**src/rtl/core/kdslp_pkg.sv**
```systemverilog
// Package with shared types and constants for the key debounce block.
package kdslp_pkg;

    // Default number of keys with state storage.
    localparam int KEY_COUNT_DEF = 2;

    // Tick counters stop counting at this value.
    localparam logic [15:0] TICK_SAT = 16'hFFF0;

    // Configuration register reset values.
    localparam logic [15:0] FILTER_TICKS_RST = 16'd2;
    localparam logic [15:0] LONG_TICKS_RST   = 16'd100;
    localparam logic        PRESS_KIND_RST   = 1'b1;

    // Configuration address decode: word index taken from paddr[3:2].
    localparam int          CFG_ADDR_W     = 4;
    localparam logic [1:0]  REG_FILTER     = 2'd0;
    localparam logic [1:0]  REG_LONG       = 2'd1;
    localparam logic [1:0]  REG_PRESS_KIND = 2'd2;

    // Stream payload widths, padded to whole bytes.
    localparam int S_DATA_W = 8;
    localparam int M_DATA_W = 8;

    // One entry of the per-key state memory.
    typedef struct packed {
        logic [15:0] released_ticks;
        logic [15:0] pressed_ticks;
        logic        released_flag;
        logic        pressed_flag;
        logic        long_armed;
    } key_state_t;

    // Value of an entry that has not been written since reset.
    localparam key_state_t KEY_STATE_RST = '{
        released_ticks: 16'd0,
        pressed_ticks:  16'd0,
        released_flag:  1'b0,
        pressed_flag:   1'b0,
        long_armed:     1'b1
    };

endpackage

```
**src/rtl/core/key_debounce_short_long_press.sv**
```systemverilog
// Top level of the key debouncer with short-press and long-press detection.
//
// Usage: each transfer on the s_ channel is one scan tick for one key, with
// the key number in s_tdata[0] and the raw pin level in s_tdata[1] (1 means
// released). For every accepted tick the block returns exactly one result on
// the m_ channel: key number, debounced released and pressed flags, and
// one-tick short-press and long-press pulses.
// Path: an accepted tick enters the update stage with the state read for its
// key; the update stage writes the state back and loads the output register.
// Throughput: one tick per cycle while the receiver keeps up. The rate is set
// by the read-modify-write loop on the per-key state memory; a bypass register
// forwards a write to a read of the same key at the same edge, so consecutive
// ticks for one key also go back to back. When the receiver stalls, the result
// holds in the output register and one more tick may wait in the update stage;
// s_tready drops only when both are full. Reset clears the control state, the
// per-key valid bits (unwritten keys read as their reset state) and the
// configuration registers to their defaults. The user writes registers over
// the APB port only while the block is idle; the block does not enforce it.
module key_debounce_short_long_press
    import kdslp_pkg::*;
#(
    parameter int KEY_COUNT = KEY_COUNT_DEF
)
(
    input  logic                  clk,
    input  logic                  rst_n,
    // Scan tick input.
    input  logic                  s_tvalid,
    output logic                  s_tready,
    // s_tdata fields from bit 0: key_index, pin_high, zero padding.
    input  logic [S_DATA_W-1:0]   s_tdata,
    // Result output.
    output logic                  m_tvalid,
    input  logic                  m_tready,
    // m_tdata fields from bit 0: key_number, released_stable, pressed_stable,
    // short_press, long_press, zero padding.
    output logic [M_DATA_W-1:0]   m_tdata,
    // Configuration port.
    input  logic                  psel,
    input  logic                  penable,
    input  logic                  pwrite,
    input  logic [CFG_ADDR_W-1:0] paddr,
    input  logic [31:0]           pwdata,
    output logic [31:0]           prdata,
    output logic                  pready
);

    localparam int  KEY_W    = (KEY_COUNT > 1) ? $clog2(KEY_COUNT) : 1;
    localparam logic ONE_KEY = (KEY_COUNT == 1);

    // Configuration registers.
    logic [15:0] filter_ticks_reg;
    logic [15:0] long_ticks_reg;
    logic        press_kind_reg;
    logic        cfg_write;
    logic [1:0]  cfg_index;

    // State memory and its valid bits.
    key_state_t     state_mem [KEY_COUNT];
    key_state_t     mem_q_reg;
    logic [KEY_COUNT-1:0] entry_valid_reg;

    // Update stage.
    logic        s1_valid_reg;
    logic        s1_key_reg;
    logic        s1_pin_reg;
    logic        s1_range_reg;
    logic        s1_fwd_reg;
    logic        s1_entry_valid_reg;
    key_state_t  fwd_data_reg;

    // Output register.
    logic                out_valid_reg;
    logic [M_DATA_W-1:0] out_data_reg;

    logic              s_accept;
    logic              s1_advance;
    logic [KEY_W-1:0]  rd_addr;
    logic [KEY_W-1:0]  wr_addr;
    logic              wr_en;
    logic              in_range;
    key_state_t        cur_state;
    key_state_t        state_next;
    logic              short_pulse;
    logic              long_pulse;
    logic [15:0]       released_inc;
    logic [15:0]       pressed_inc;
    logic [M_DATA_W-1:0] out_data_next;

    // Configuration write decode and read mux.
    assign pready    = 1'b1;
    assign cfg_index = paddr[3:2];
    assign cfg_write = psel && penable && pwrite && pready;

    always_ff @(posedge clk or negedge rst_n)
    begin
        if (!rst_n)
        begin
            filter_ticks_reg <= FILTER_TICKS_RST;
            long_ticks_reg   <= LONG_TICKS_RST;
            press_kind_reg   <= PRESS_KIND_RST;
        end
        else if (cfg_write)
        begin
            unique case (cfg_index)
                REG_FILTER:     filter_ticks_reg <= pwdata[15:0];
                REG_LONG:       long_ticks_reg   <= pwdata[15:0];
                REG_PRESS_KIND: press_kind_reg   <= pwdata[0];
                default:        ;
            endcase
        end
    end

    always_comb
    begin
        unique case (cfg_index)
            REG_FILTER:     prdata = {16'd0, filter_ticks_reg};
            REG_LONG:       prdata = {16'd0, long_ticks_reg};
            REG_PRESS_KIND: prdata = {31'd0, press_kind_reg};
            default:        prdata = 32'd0;
        endcase
    end

    // Handshake: the update stage moves on when the output register is free.
    assign s1_advance = s1_valid_reg && (!out_valid_reg || m_tready);
    assign s_tready   = !s1_valid_reg || s1_advance;
    assign s_accept   = s_tvalid && s_tready;

    assign rd_addr  = KEY_W'(s_tdata[0]);
    assign wr_addr  = KEY_W'(s1_key_reg);
    assign wr_en    = s1_advance && s1_range_reg;
    assign in_range = !(ONE_KEY && s_tdata[0]);

    // State memory: registered read on accept, write back from the update stage.
    always_ff @(posedge clk)
    begin
        if (wr_en)
        begin
            state_mem[wr_addr] <= state_next;
        end
        if (s_accept)
        begin
            mem_q_reg <= state_mem[rd_addr];
        end
    end

    // Valid bits mark entries written since reset.
    always_ff @(posedge clk or negedge rst_n)
    begin
        if (!rst_n)
        begin
            entry_valid_reg <= '0;
        end
        else if (wr_en)
        begin
            entry_valid_reg[wr_addr] <= 1'b1;
        end
    end

    // Update stage control.
    always_ff @(posedge clk or negedge rst_n)
    begin
        if (!rst_n)
        begin
            s1_valid_reg <= 1'b0;
        end
        else if (s_accept)
        begin
            s1_valid_reg <= 1'b1;
        end
        else if (s1_advance)
        begin
            s1_valid_reg <= 1'b0;
        end
    end

    // Update stage payload, with the bypass for a write to the key being read.
    always_ff @(posedge clk)
    begin
        if (s_accept)
        begin
            s1_key_reg         <= s_tdata[0];
            s1_pin_reg         <= s_tdata[1];
            s1_range_reg       <= in_range;
            s1_entry_valid_reg <= entry_valid_reg[rd_addr];
            s1_fwd_reg         <= wr_en && (wr_addr == rd_addr);
            fwd_data_reg       <= state_next;
        end
    end

    // Current state of the key: bypass, memory, or reset value.
    always_comb
    begin
        priority if (s1_fwd_reg)
        begin
            cur_state = fwd_data_reg;
        end
        else if (s1_entry_valid_reg)
        begin
            cur_state = mem_q_reg;
        end
        else
        begin
            cur_state = KEY_STATE_RST;
        end
    end

    assign released_inc = (cur_state.released_ticks < TICK_SAT) ?
                          cur_state.released_ticks + 16'd1 : cur_state.released_ticks;
    assign pressed_inc  = (cur_state.pressed_ticks < TICK_SAT) ?
                          cur_state.pressed_ticks + 16'd1 : cur_state.pressed_ticks;

    // Debounce and press classification for one tick.
    always_comb
    begin
        state_next  = cur_state;
        short_pulse = 1'b0;
        long_pulse  = 1'b0;
        if (s1_pin_reg)
        begin
            // Released tick: a debounced press ends here.
            if (press_kind_reg)
            begin
                if (cur_state.pressed_flag)
                begin
                    if ((cur_state.pressed_ticks != 16'd0) &&
                        (cur_state.pressed_ticks < long_ticks_reg))
                    begin
                        short_pulse = 1'b1;
                    end
                    else if ((cur_state.pressed_ticks >= long_ticks_reg) &&
                             cur_state.long_armed)
                    begin
                        long_pulse = 1'b1;
                    end
                end
                state_next.long_armed = 1'b1;
            end
            state_next.pressed_ticks  = 16'd0;
            state_next.released_ticks = released_inc;
            if (released_inc > filter_ticks_reg)
            begin
                state_next.released_flag = 1'b1;
                state_next.pressed_flag  = 1'b0;
            end
        end
        else
        begin
            // Pressed tick: count the hold and watch for a long press.
            state_next.released_ticks = 16'd0;
            state_next.pressed_ticks  = pressed_inc;
            if (pressed_inc > filter_ticks_reg)
            begin
                state_next.pressed_flag  = 1'b1;
                state_next.released_flag = 1'b0;
            end
            if (press_kind_reg && cur_state.long_armed && (pressed_inc > long_ticks_reg))
            begin
                long_pulse            = 1'b1;
                state_next.long_armed = 1'b0;
            end
        end
    end

    // Result packing; a key without storage reports only its number.
    always_comb
    begin
        if (s1_range_reg)
        begin
            out_data_next = {3'd0, long_pulse, short_pulse, state_next.pressed_flag,
                             state_next.released_flag, s1_key_reg};
        end
        else
        begin
            out_data_next = {7'd0, s1_key_reg};
        end
    end

    // Output register.
    always_ff @(posedge clk or negedge rst_n)
    begin
        if (!rst_n)
        begin
            out_valid_reg <= 1'b0;
        end
        else if (s1_advance)
        begin
            out_valid_reg <= 1'b1;
        end
        else if (m_tready)
        begin
            out_valid_reg <= 1'b0;
        end
    end

    always_ff @(posedge clk)
    begin
        if (s1_advance)
        begin
            out_data_reg <= out_data_next;
        end
    end

    assign m_tvalid = out_valid_reg;
    assign m_tdata  = out_data_reg;

endmodule

```
**config.mk**
```make
export PLATFORM = sky130hd
export DESIGN_NAME = key_debounce_short_long_press
export DESIGN_NICKNAME = d
export VERILOG_FILES = /design/src/rtl/core/kdslp_pkg.sv /design/src/rtl/core/key_debounce_short_long_press.sv
export SDC_FILE = /design/constraint.sdc
export NUM_CORES = 1
export LEC_CHECK = 0
export ABC_CLOCK_PERIOD_IN_PS = 4600
export BUFFER_PORTS_ARGS = -buffer_cell sky130_fd_sc_hd__buf_2
export CAP_MARGIN = 40
export CORE_ASPECT_RATIO = 1.5
export CORE_MARGIN = 2
export CORE_UTILIZATION = 60
export CTS_BUF_LIST = sky130_fd_sc_hd__clkbuf_8
export DETAILED_ROUTE_END_ITERATION = 12
export PLACE_DENSITY = 0.89
export SLEW_MARGIN = 10
export SYNTH_ARGS = -nofsm -noshare
export SYNTH_HDL_FRONTEND = slang
export SYNTH_SLANG_ARGS = --single-unit
```
**constraint.sdc**
```tcl
create_clock -name clk -period 4.6 [get_ports clk]
set_input_delay 0.46 -clock clk [delete_from_list [all_inputs] [get_ports clk]]
set_output_delay 0.46 -clock clk [all_outputs]
set_load 0.005 [all_outputs]
```
; Word level (Yosys, flattened, before mapping)
; Memories as Yosys holds them, arrays and structs flattened. A register that Yosys moved wholly into a read port is not among the register bits.
; Index checks and enable logic that the tools add are counted.
[totals]
elab_cells = 84
input_bits = 51
register_bits = 81
n_memories = 1
ram_bits = 70
[op_classes]
eq_ne = 3
reduce_logical = 22
n_lt_le_gt_ge = 10
addsub = 2
n_bitwise = 1
mux = 27
[mem_list]
columns = memory, depth, width, rd, rd_clocked_by_memory_dff, wr, line
row1 = state_mem, 2, 35, 1, 1, 1, key_debounce_short_long_press.sv:59  ; key_state_t state_mem [KEY_COUNT];
[op_table]
columns = operator, count
row1 = 35-bit two-way mux, 3
row2 = 16-bit > comparator, 3
row3 = 16-bit one-hot mux with 3 select lines, 1
row4 = "16-bit by 1-bit adder with 16-bit output, second input constant", 2
row5 = "16-bit less-than comparator, second input constant", 2
row6 = 16-bit two-way mux, 2
row7 = 1-bit two-way mux, 18
row8 = 16-bit >= comparator, 1
row9 = 16-bit less-than comparator, 1
row10 = 16-bit nonzero test, 1
row11 = 1-bit logical AND, 10
row12 = 2-bit AND reduction, 3
row13 = "1-bit by 2-bit less-than comparator with 1-bit output, second input constant", 2
row14 = 2-bit two-way mux, 2
row15 = 2-bit nonzero test, 2
row16 = 3-bit AND reduction, 1
row17 = "2-bit by 1-bit equality test with 1-bit output, second input constant", 1
row18 = "2-bit equality test, second input constant", 1
row19 = 1-bit logical NOT, 2
row20 = 2-bit logical NOT, 1
row21 = 1-bit logical OR, 2
row22 = 2-bit bitwise OR, 1
row23 = 1-bit demux with 1-bit select, 1
row24 = 1-bit equality test, 1
row25 = "1-bit >= comparator, second input constant", 1

; Depth between registers and ports, before layout
; Gate-level depths: netlist of the first run.
[depth]
word_depth = 9
mapped_depth = 21
mapped_depth_nobuf = 16

; Least setup slack after synthesis of the first run
; Ideal clock, no wire load.
[synth_timing]
path_kind = register to register
startpoint = reg s1_fwd_reg
endpoint = reg fwd_data_reg[2] (netlist name) (data pin)
setup_time_ns = 0.263
t_arrival_ns = 3.674
slack_ns = 0.664
path_buffers = 6
stages_incl_launch_ff = 19
required_ns = 4.337
cell_sequence = edfxtp_1 buf_6 buf_6 buf_2 buf_2 buf_2 buf_1 a22oi_1 inv_1 ha_1 a21boi_1 nand3_1 nor2_1 mux2_2 ha_1 nand4_1 a2111oi_0 o31ai_1 a21o_1
[synth_via]
elab_chain_len = 6
word_cells_on_any_way = 12
[synth_rtl]
columns = item, line
row1 = from (decl), key_debounce_short_long_press.sv:68  ; logic s1_fwd_reg;
row2 = from (signal assigned), key_debounce_short_long_press.sv:186  ; s1_fwd_reg <= wr_en && (wr_addr == rd_addr);
row3 = 35-bit two-way mux *, key_debounce_short_long_press.sv:194  ; priority if (s1_fwd_reg)
row4 = 16-bit by 1-bit adder with 16-bit output (tied with other cells), key_debounce_short_long_press.sv:211  ; cur_state.pressed_ticks + 16'd1 : cur_state.pressed_ticks;
row5 = 16-bit two-way mux (on tied branches), "key_debounce_short_long_press.sv:210, key_debounce_short_long_press.sv:208"
row6 = 16-bit > comparator (on tied branches), "key_debounce_short_long_press.sv:252, key_debounce_short_long_press.sv:241"
row7 = 2-bit two-way mux (on tied branches), "key_debounce_short_long_press.sv:252, key_debounce_short_long_press.sv:241"
row8 = 35-bit two-way mux *, key_debounce_short_long_press.sv:219  ; if (s1_pin_reg)
row9 = named net out_data_next[1], key_debounce_short_long_press.sv:88  ; logic [M_DATA_W-1:0] out_data_next;
row10 = to (signal assigned), key_debounce_short_long_press.sv:187  ; fwd_data_reg <= state_next;
row11 = to (decl), key_debounce_short_long_press.sv:70  ; key_state_t fwd_data_reg;
; Mark *: on every way through the listed nets, which the timed path passes. The rest lies on a longest branch.
; A chain may end at the register's enable or synchronous reset.

==> metrics.cfg, run 1 <==
[floorplanning]
die_w_um=109
start_util_pct=61.4
rows=57
core_area_sq_mm=0.0162
fp.dieH_um=162
ios=94
die_area_sq_mm=0.0176

[timing]
setup_viol=0
min_period_ps=4320
period_share_pct=94.0
worst_clock_skew_ps=17.3
drv_slew=0
slew_headroom_pct=45.5
worst_slew_pin_slew_ps=818
fmax_mhz=231
finalHoldViolCount=0
setup_tns_ps=0
rsz0062_at_grt=false

[grt]
grt.overflow.total=0
grt_pass1_wl_mm=36.4
antenna_found_initial=0
grt_max_degree=54
track_usage_pct=27.3
grt_pass1_vias=7162

[synthesis]
synth_edf_count=149
synth_top_area_share_pct=45.0
synth-xor-area-share_pct=1.93
synth_area_sq_mm=0.00993
muxShareOfSynthArea_pct=8.20
synth_simple_gate_area_share_pct=12.9
synth_top_family_by_area=simple AND/OR/NAND/NOR gates
synthAdderAreaFrac_pct=8.44
avgSynthCellArea_sq_um=12.1
synth-compound-area-share_pct=9.46
synthesis.instances=824
yosysUniqueCellTypes=69
yosys_warnings=0
ys_seq_area_share_pct=54.4
ys.flop_type=edfxtp_1
synth_area_leaders=edfxtp_1 (45%), ha_1 (8.4%), dfrtp_1 (8.1%), mux2_2 (6.2%), nand2_1 (2.2%)
synth_top_cell_by_area=edfxtp_1
synth-seq-cells=186
synthArstFlopShare_pct=19.9

[final_layout]
num_antenna_cells=0
largest_reg_flops=70
layout_common_cells=edfxtp_1 (149), ha_1 (67), nand2_1 (57)
fin_util_pct=66.9
drive_gt1_share_pct=19.9
finalNetCount=995
final_common_cell=edfxtp_1
area_growth_pct=8.98

[clock_network]
cts_resized=0
postCtsHoldBufs=0
cts_root_buffer=clkbuf_8
cts_tree=built
numCtsBuffers=17
cts_buffer_depth=2
clk_pin_slew_ps=110
htreeDepth=4
postCtsSetupRepairBufs=0
clkLatencyLatePin_ps=480
clkSinkCount=186

[setup_path]
r2r-end=state_mem[0][0]
arrival_ps=4570
reg2reg_depth=14
crit_path_end_kind=flop
r2r_start=s1_fwd_reg
cp.required_ps=4840
regToRegSetupSlack_ps=280
worst_setup_path_start_kind=flop
path_class=reg2reg
crit_path_max_fanout=47

[run]
cap_violations=0

[placement]
dp_hpwl_mm=15.9
gp_routability_congestion=0.956
io_buffer_count=49

[route]
vias=7039
dr.pass1.iters=5
ant_nets=0
drt-wirelength-per-cell_um=21.1
drtIter0Drc=638
wirelength_mm=23.1
via_per_inst=6.42
drc_errors=0

[pwr]
p_leak_nw=4.38
vdd_drop_max_uv=274
powerDensity_mw_per_mm2=391

[worst_hold_path]
hp-class=in2async

[run_status]
status=complete, no violations

## power breakdown
group	internal (mW)	total [mW]	switching, mW
logic	0.397	1.00	0.603
clock network	0.448	1.10	0.652
registers	2.03	2.13	0.0977
total	2.88	4.23	1.35
## metal layers
| metal | vias to the layer above | wire length [um] | track usage (%) |
|---|---|---|---|
| li1 | 3146 | - | - |
| met1 | 3423 | 8640 | 31.3 |
| met2 | 360 | 12000 | 46.9 |
| met3 | 110 | 1230 | 4.32 |
| met4 | 0 | 1300 | 16.8 |
| met5 | - | 0 | 0 |
## cell families (layout without fill, tap and decap cells)
logic type      after synthesis  in the layout
compound gates              145            145
flops                       186            186
mux                          74             74
fa+ha+maj                    67             67
xor+xnor                     21             21
simple gates                235            235
buf+inv                      94            142
other cells                   2             20
## metrics by stage
step	instance area, sq um	cells	power, mW	hold slack, ps	setup WS, ps
after global routing	10800	1096	4.39	126	10.1
after detailed placement	10400	1064	3.12	456	553
final	10800	1096	4.23	47.9	278
after global placement	10400	1061	3.05	447	662
after CTS	10800	1096	4.20	87.9	448
after floorplan	10000	842	2.81	164	664
## worst max-delay path, cell delays in order (launching register included)
cell	delay [ps]
edfxtp_1	510
buf_12	220
and2b_1	240
a32o_1	230
nand3_1	250
buf_4	250
or2_2	370
a22oi_1	390
ha_1	330
nand3_1	130
a2bb2oi_1	220
a21oi_1	100
o31ai_1	230
a31o_2	200
a21boi_0	360
## cell type report
cell class	instances	area [sq um]
Clock inverter	15	155
Multi-Input combinational cell	562	4160
Inverter	42	158
Fill cell	1069	5360
Timing Repair Buffer	68	458
Sequential cell	186	5410
Clock buffer	17	234
Tap cell	206	258
## worst max path at each step
| stage | startpoint | to | slack, ps | cells after the start |
|---|---|---|---|---|
| floorplan | s1_fwd_reg | fwd_data_reg[2] | 660 | 18 |
| global placement | s1_fwd_reg | state_mem[0][0] | 660 | 14 |
| detailed placement | s1_fwd_reg | state_mem[1][0] | 550 | 14 |
| CTS | s1_fwd_reg | state_mem[1][0] | 450 | 14 |
| global route | s1_fwd_reg | state_mem[0][1] | 10 | 16 |
| finish | s1_fwd_reg | state_mem[0][0] | 280 | 14 |
## cells in the mapped netlist (5+ instances only)
master / count
inv_1: 41
nor4_1: 6
mux2_2: 55
a21o_1: 6
nor2_1: 36
and2_1: 20
xor2_1: 8
mux2i_1: 18
a21oi_1: 37
nand2_1: 57
clkbuf_1: 19
and3_1: 9
xnor2_1: 12
nand4b_1: 12
buf_2: 6
o21ai_0: 36
nand3_1: 32
a22oi_1: 11
o211ai_1: 7
edfxtp_1: 149
nor2b_1: 21
dfrtp_1: 32
ha_1: 67
nand4_1: 19
dfstp_2: 5
a22o_1: 11
buf_4: 21
Note: power is estimated with default switching activity, not from simulation.
==> inputs of run 2 (changes only) <==
CAP_MARGIN = 20   (was 40)
CORE_UTILIZATION = 51   (was 60)
PLACE_DENSITY = 0.78   (was 0.89)
REMOVE_ABC_BUFFERS = 1   (was unset)
==> metrics.cfg, run 2 (same netlist as run 1, synthesis figures left out) <==
[grt]
grt_pass1_wl_mm=35.7
antenna_found_initial=0
grt_pass1_vias=6831
grt_max_degree=75
grt.overflow.total=0
track_usage_pct=22.4

[timing]
worst_slack_ps=563
setup_tns_ps=0
rsz0062_at_grt=false
drv_slew=0
slew_headroom_pct=33.1
min_period_ps=4040
setup_viol=0
worst_clock_skew_ps=16.4
fmax_mhz=248
worst_slew_pin_slew_ps=1000
period_share_pct=87.8
finalHoldViolCount=0

[setup_path]
path_buf_inv=1
cp.required_ps=4830
slowest_delay_ps=520
cp_cell_sequence=and2b_1 -> a22o_1 -> nand4_1 -> buf_4 -> o21ai_0 -> xnor2_1 -> ha_1 -> a21o_1 -> a2bb2oi_1 -> a21oi_1 -> o31ai_1 -> a31o_2 -> a21boi_0
path_class=reg2reg
cp_slowest_cell=and2b_1
arrival_ps=4270
cp_top_family=compound AO/OA/AOI/OAI gates
worst_setup_path_start_kind=flop
crit_path_max_fanout=12
crit_path_end_kind=flop

[pwr]
switchingPower_mw=1.24
vdd_drop_max_uv=283
powerDensity_mw_per_mm2=373
switching_share_pct=30.7
pwr-share-clk_pct=22.9
p_int_mw=2.79
p_leak_nw=4.34
total_power_mw=4.03
power_frac_comb_pct=24.2
seqPwrFrac_pct=52.9

[route]
top_layer_used=met4
ant_nets=0
dr.pass1.iters=5
route.met2.wl_mm=11.9
vias=6718
wl_met1_mm=8.82
drtIter0Drc=459
wirelength_mm=22.5
via_per_inst=5.84
drt-wirelength-per-cell_um=19.5
drc_errors=0
dr_wl_met3_um=931

[final_layout]
final_common_cell=edfxtp_1
layout_common_cells=edfxtp_1 (149), ha_1 (67), nand2_1 (57)
area_growth_pct=8.75
finalNetCount=1001
num_antenna_cells=0
drive_gt1_share_pct=19.7
largest_reg_flops=70
fin_cells=1151

[clock_network]
clk_pin_slew_ps=90
cts_root_buffer=clkbuf_8
cts_resized=0
cts_tree=built
cts_buffer_depth=2
htreeDepth=4
postCtsHoldBufs=0
numCtsBuffers=17
clkSinkCount=186
clkLatencyLatePin_ps=470
postCtsSetupRepairBufs=0

[placement]
gp_routability_congestion=0.949
place_inst=1120
dp_hpwl_mm=16.6
dp_slack_ps=540
io_buffer_count=49

[floorplanning]
core_area_sq_mm=0.0192
rows=62
start_util_pct=51.8
die_w_um=118
die_area_sq_mm=0.0206
fp.dieH_um=175
ios=94

[run]
cap_violations=0

[run_status]
status=complete, no violations

[worst_hold_path]
hp-class=in2async

-- run 2: final cells by class --
class | count | area (sq um)
tap | 256 | 320
sequential | 186 | 5410
multi-input combinational | 562 | 4160
inverter | 42 | 158
clock inverter | 14 | 82.6
clock buffer | 17 | 234
timing repair buffer | 74 | 445
fill | 1606 | 8360
-- run 2: power groups by stage --
stage                     Clock (mW)  Combinational, mW  Sequential (mW)
after floorplan                    0              0.632             2.14
after global placement             0              0.936             2.15
after detailed placement           0              0.971             2.16
after CTS                      0.942              0.974             2.13
after global routing           0.996               1.10             2.15
final                          0.923              0.977             2.13
-- run 2: stage by stage --
step	hold slack [ps]	instance area [sq um]	util (%)
after CTS	79.3	10800	56.4
after global routing	133	10800	56.4
after detailed placement	467	10500	54.7
after global placement	445	10500	54.7
final	81.7	10800	56.4
after floorplan	164	9700	-
-- run 2: worst register-to-register path, stage by stage, from the launching register on --
cell and delay, ps:
edfxtp_1 430, and2b_1 520, a22o_1 350, nand4_1 240, buf_4 250, o21ai_0 200
xnor2_1 220, ha_1 310, a21o_1 180, a2bb2oi_1 140, a21oi_1 80, o31ai_1 320
a31o_2 220, a21boi_0 360
-- run 2: layer usage --
layer | GRT usage (%) | vias to the layer above
li1 | - | 3151
met5 | 0 | -
met4 | 10.8 | 0
met1 | 25.7 | 3312
met3 | 3.52 | 46
met2 | 40.6 | 209
-- run 2: worst paths after layout --
path	slack (ps)	startpoint	cells past startpoint	endpoint
max	560	s1_fwd_reg	13	state_mem[0][0]
min	80	rst_n	1	filter_ticks_reg[12]
max reg2reg	560	s1_fwd_reg	13	state_mem[0][0]
min reg2reg	480	entry_valid_reg[0]	1	entry_valid_reg[0]
max in group asynchronous	3990	rst_n	1	filter_ticks_reg[4]
min in group clk	170	s_tdata[1]	1	s1_pin_reg
==> inputs of run 3 (changes only) <==
ABC_AREA = 1   (was unset)
REMOVE_ABC_BUFFERS = unset   (was 1)
==> metrics.cfg, run 3 <==
[floorplanning]
rows=64
start_util_pct=51.6
fp.dieH_um=179
ios=94
die_area_sq_mm=0.0216
die_w_um=121
core_area_sq_mm=0.0202

[grt]
grt_max_degree=46
grt.overflow.total=0
grt_pass1_wl_mm=36.3
track_usage_pct=22.0
antenna_found_initial=0
grt_pass1_vias=7301

[setup_path]
path_buf_inv=3
arrival_ps=4010
cp_top_family=simple AND/OR/NAND/NOR gates
cpMostUsedCell=nand2_1
crit_path_max_fanout=40
cp_slowest_cell=buf_4
r2r_start=s1_entry_valid_reg
path_class=reg2reg
worst_setup_path_start_kind=flop
regToRegSetupSlack_ps=780
reg2reg_depth=19
cp_cell_sequence=buf_4 -> nand2_1 -> nand2_1 -> nand2_1 -> inv_1 -> ha_1 -> nand3_2 -> nor2_1 -> nand3_1 -> nand2_1 -> nand3_1 -> ha_1 -> nand2_1 -> inv_1 -> nand3_1 -> a21oi_1 -> nor2_1 -> a21oi_1 -> a21oi_1
r2r-end=m_tdata[1]
cp.required_ps=4790
slowest_delay_ps=400
crit_path_end_kind=flop

[clock_network]
postCtsHoldBufs=0
cts_resized=0
cts_tree=built
htreeDepth=4
cts_buffer_depth=2
clkSinkCount=186
clkLatencyLatePin_ps=480
postCtsSetupRepairBufs=0
numCtsBuffers=17
cts_root_buffer=clkbuf_8
clk_pin_slew_ps=100

[pwr]
power_frac_comb_pct=26.8
switchingPower_mw=1.49
pwr-share-clk_pct=24.4
p_leak_nw=5.01
powerDensity_mw_per_mm2=396
seqPwrFrac_pct=48.8
vdd_drop_max_uv=319
p_int_mw=2.93
switching_share_pct=33.8
total_power_mw=4.42

[synthesis]
synth_top_area_share_pct=43.0
yosysUniqueCellTypes=42
yosys_warnings=0
ys_seq_area_share_pct=52.0
synthesis.instances=1085
synth_area_leaders=edfxtp_1 (43%), nand2_1 (10%), ha_1 (8.1%), dfrtp_1 (7.7%), inv_1 (4.3%)
synth-seq-cells=186
avgSynthCellArea_sq_um=9.59
synth_area_sq_mm=0.0104
synth-compound-area-share_pct=7.04
muxShareOfSynthArea_pct=3.79
yosys.cell_count.top_type=nand2_1
synth_top_cell_by_area=edfxtp_1
ys.flop_type=edfxtp_1
synth_edf_count=149
synthAdderAreaFrac_pct=8.06
synth_simple_gate_area_share_pct=19.8
synth-xor-area-share_pct=1.26
synthArstFlopShare_pct=19.9
synth_top_family_by_area=simple AND/OR/NAND/NOR gates
synth_common_cells=nand2_1 (278), edfxtp_1 (149), inv_1 (119)

[timing]
fmax_mhz=262
slew_headroom_pct=33.9
min_period_ps=3820
rsz0062_at_grt=false
setup_tns_ps=0
worst_slack_ps=779
setup_viol=0
worst_clock_skew_ps=25.0
worst_slew_pin_slew_ps=992
period_share_pct=83.1
drv_slew=0
finalHoldViolCount=0

[route]
dr.pass1.iters=6
drtIter0Drc=622
via_per_inst=5.39
drt-wirelength-per-cell_um=16.3
ant_nets=0
drc_errors=0
wirelength_mm=22.9
vias=7583

[worst_hold_path]
hp-class=in2async

[run]
cap_violations=0

[final_layout]
num_antenna_cells=0
finalNetCount=1248
drive_gt1_share_pct=16.8
final_common_cell=nand2_1
area_growth_pct=7.29
layout_common_cells=nand2_1 (278), edfxtp_1 (149), inv_1 (119)
largest_reg_flops=70

[placement]
gp_routability_congestion=0.955
io_buffer_count=49
dp_hpwl_mm=16.7
dp_slack_ps=944

[run_status]
status=complete, no violations

[run 3: through the flow]
step / hold WS, ps / area, sq um / std cells / util [%]
2_1_floorplan: 164 / 10500 / 1103 / -
3_3_place_gp: 433 / 10800 / 1375 / 53.4
3_5_place_dp: 464 / 10800 / 1375 / 53.4
4_1_cts: 68.4 / 11200 / 1407 / 55.3
5_1_grt: 124 / 11200 / 1407 / 55.3
6_report: 59.4 / 11200 / 1407 / 55.3
[run 3: worst max path at each step]
stage                                  start         endpoint  slack [ps]  depth (start not counted)
after global routing      s1_entry_valid_reg       m_tdata[2]         580                         21
after CTS                 s1_entry_valid_reg       m_tdata[1]         900                         20
after floorplan                   s1_fwd_reg  fwd_data_reg[2]        1750                         20
final                     s1_entry_valid_reg       m_tdata[1]         780                         19
after detailed placement  s1_entry_valid_reg       m_tdata[1]         940                         19
after global placement    s1_entry_valid_reg       m_tdata[1]         980                         20
[run 3: cell type report]
cell class | instances | area (sq um)
Timing Repair Buffer | 59 | 320
Tap cell | 264 | 330
Clock inverter | 15 | 155
Sequential cell | 186 | 5410
Fill cell | 1744 | 9020
Clock buffer | 17 | 234
Multi-Input combinational cell | 740 | 4240
Inverter | 126 | 473
[run 3: per-layer routing]
layer	wire length, um	GRT usage (%)
met5	0	0
met4	841	11.1
met3	1290	3.72
met2	11900	39.6
met1	8870	24.9
[run 3: logic make-up (layout without fill, tap and decap cells)]
family	after synthesis	after routing
simple gates	473	473
flops	186	186
buf+inv	177	217
compound gates	130	130
fa+ha+maj	67	67
mux	35	35
xor+xnor	15	15
other cells	2	20
[run 3: worst reg2reg max path: stages (launching register included)]
cell and delay (ps):
edfxtp_1 370, buf_4 400, nand2_1 140, nand2_1 80, nand2_1 120, inv_1 180
ha_1 230, nand3_2 140, nor2_1 220, nand3_1 100, nand2_1 80, nand3_1 180
ha_1 350, nand2_1 60, inv_1 70, nand3_1 70, a21oi_1 170, nor2_1 90
a21oi_1 350, a21oi_1 140
[run 3: power groups by stage]
| stage | logic [mW] | clock network (mW) | registers [mW] |
|---|---|---|---|
| 6_report | 1.18 | 1.08 | 2.16 |
| 5_1_grt | 1.34 | 1.15 | 2.18 |
| 4_1_cts | 1.18 | 1.09 | 2.16 |
| 3_5_place_dp | 1.17 | 0 | 2.20 |
| 3_3_place_gp | 1.12 | 0 | 2.19 |
| 2_1_floorplan | 0.861 | 0 | 2.17 |
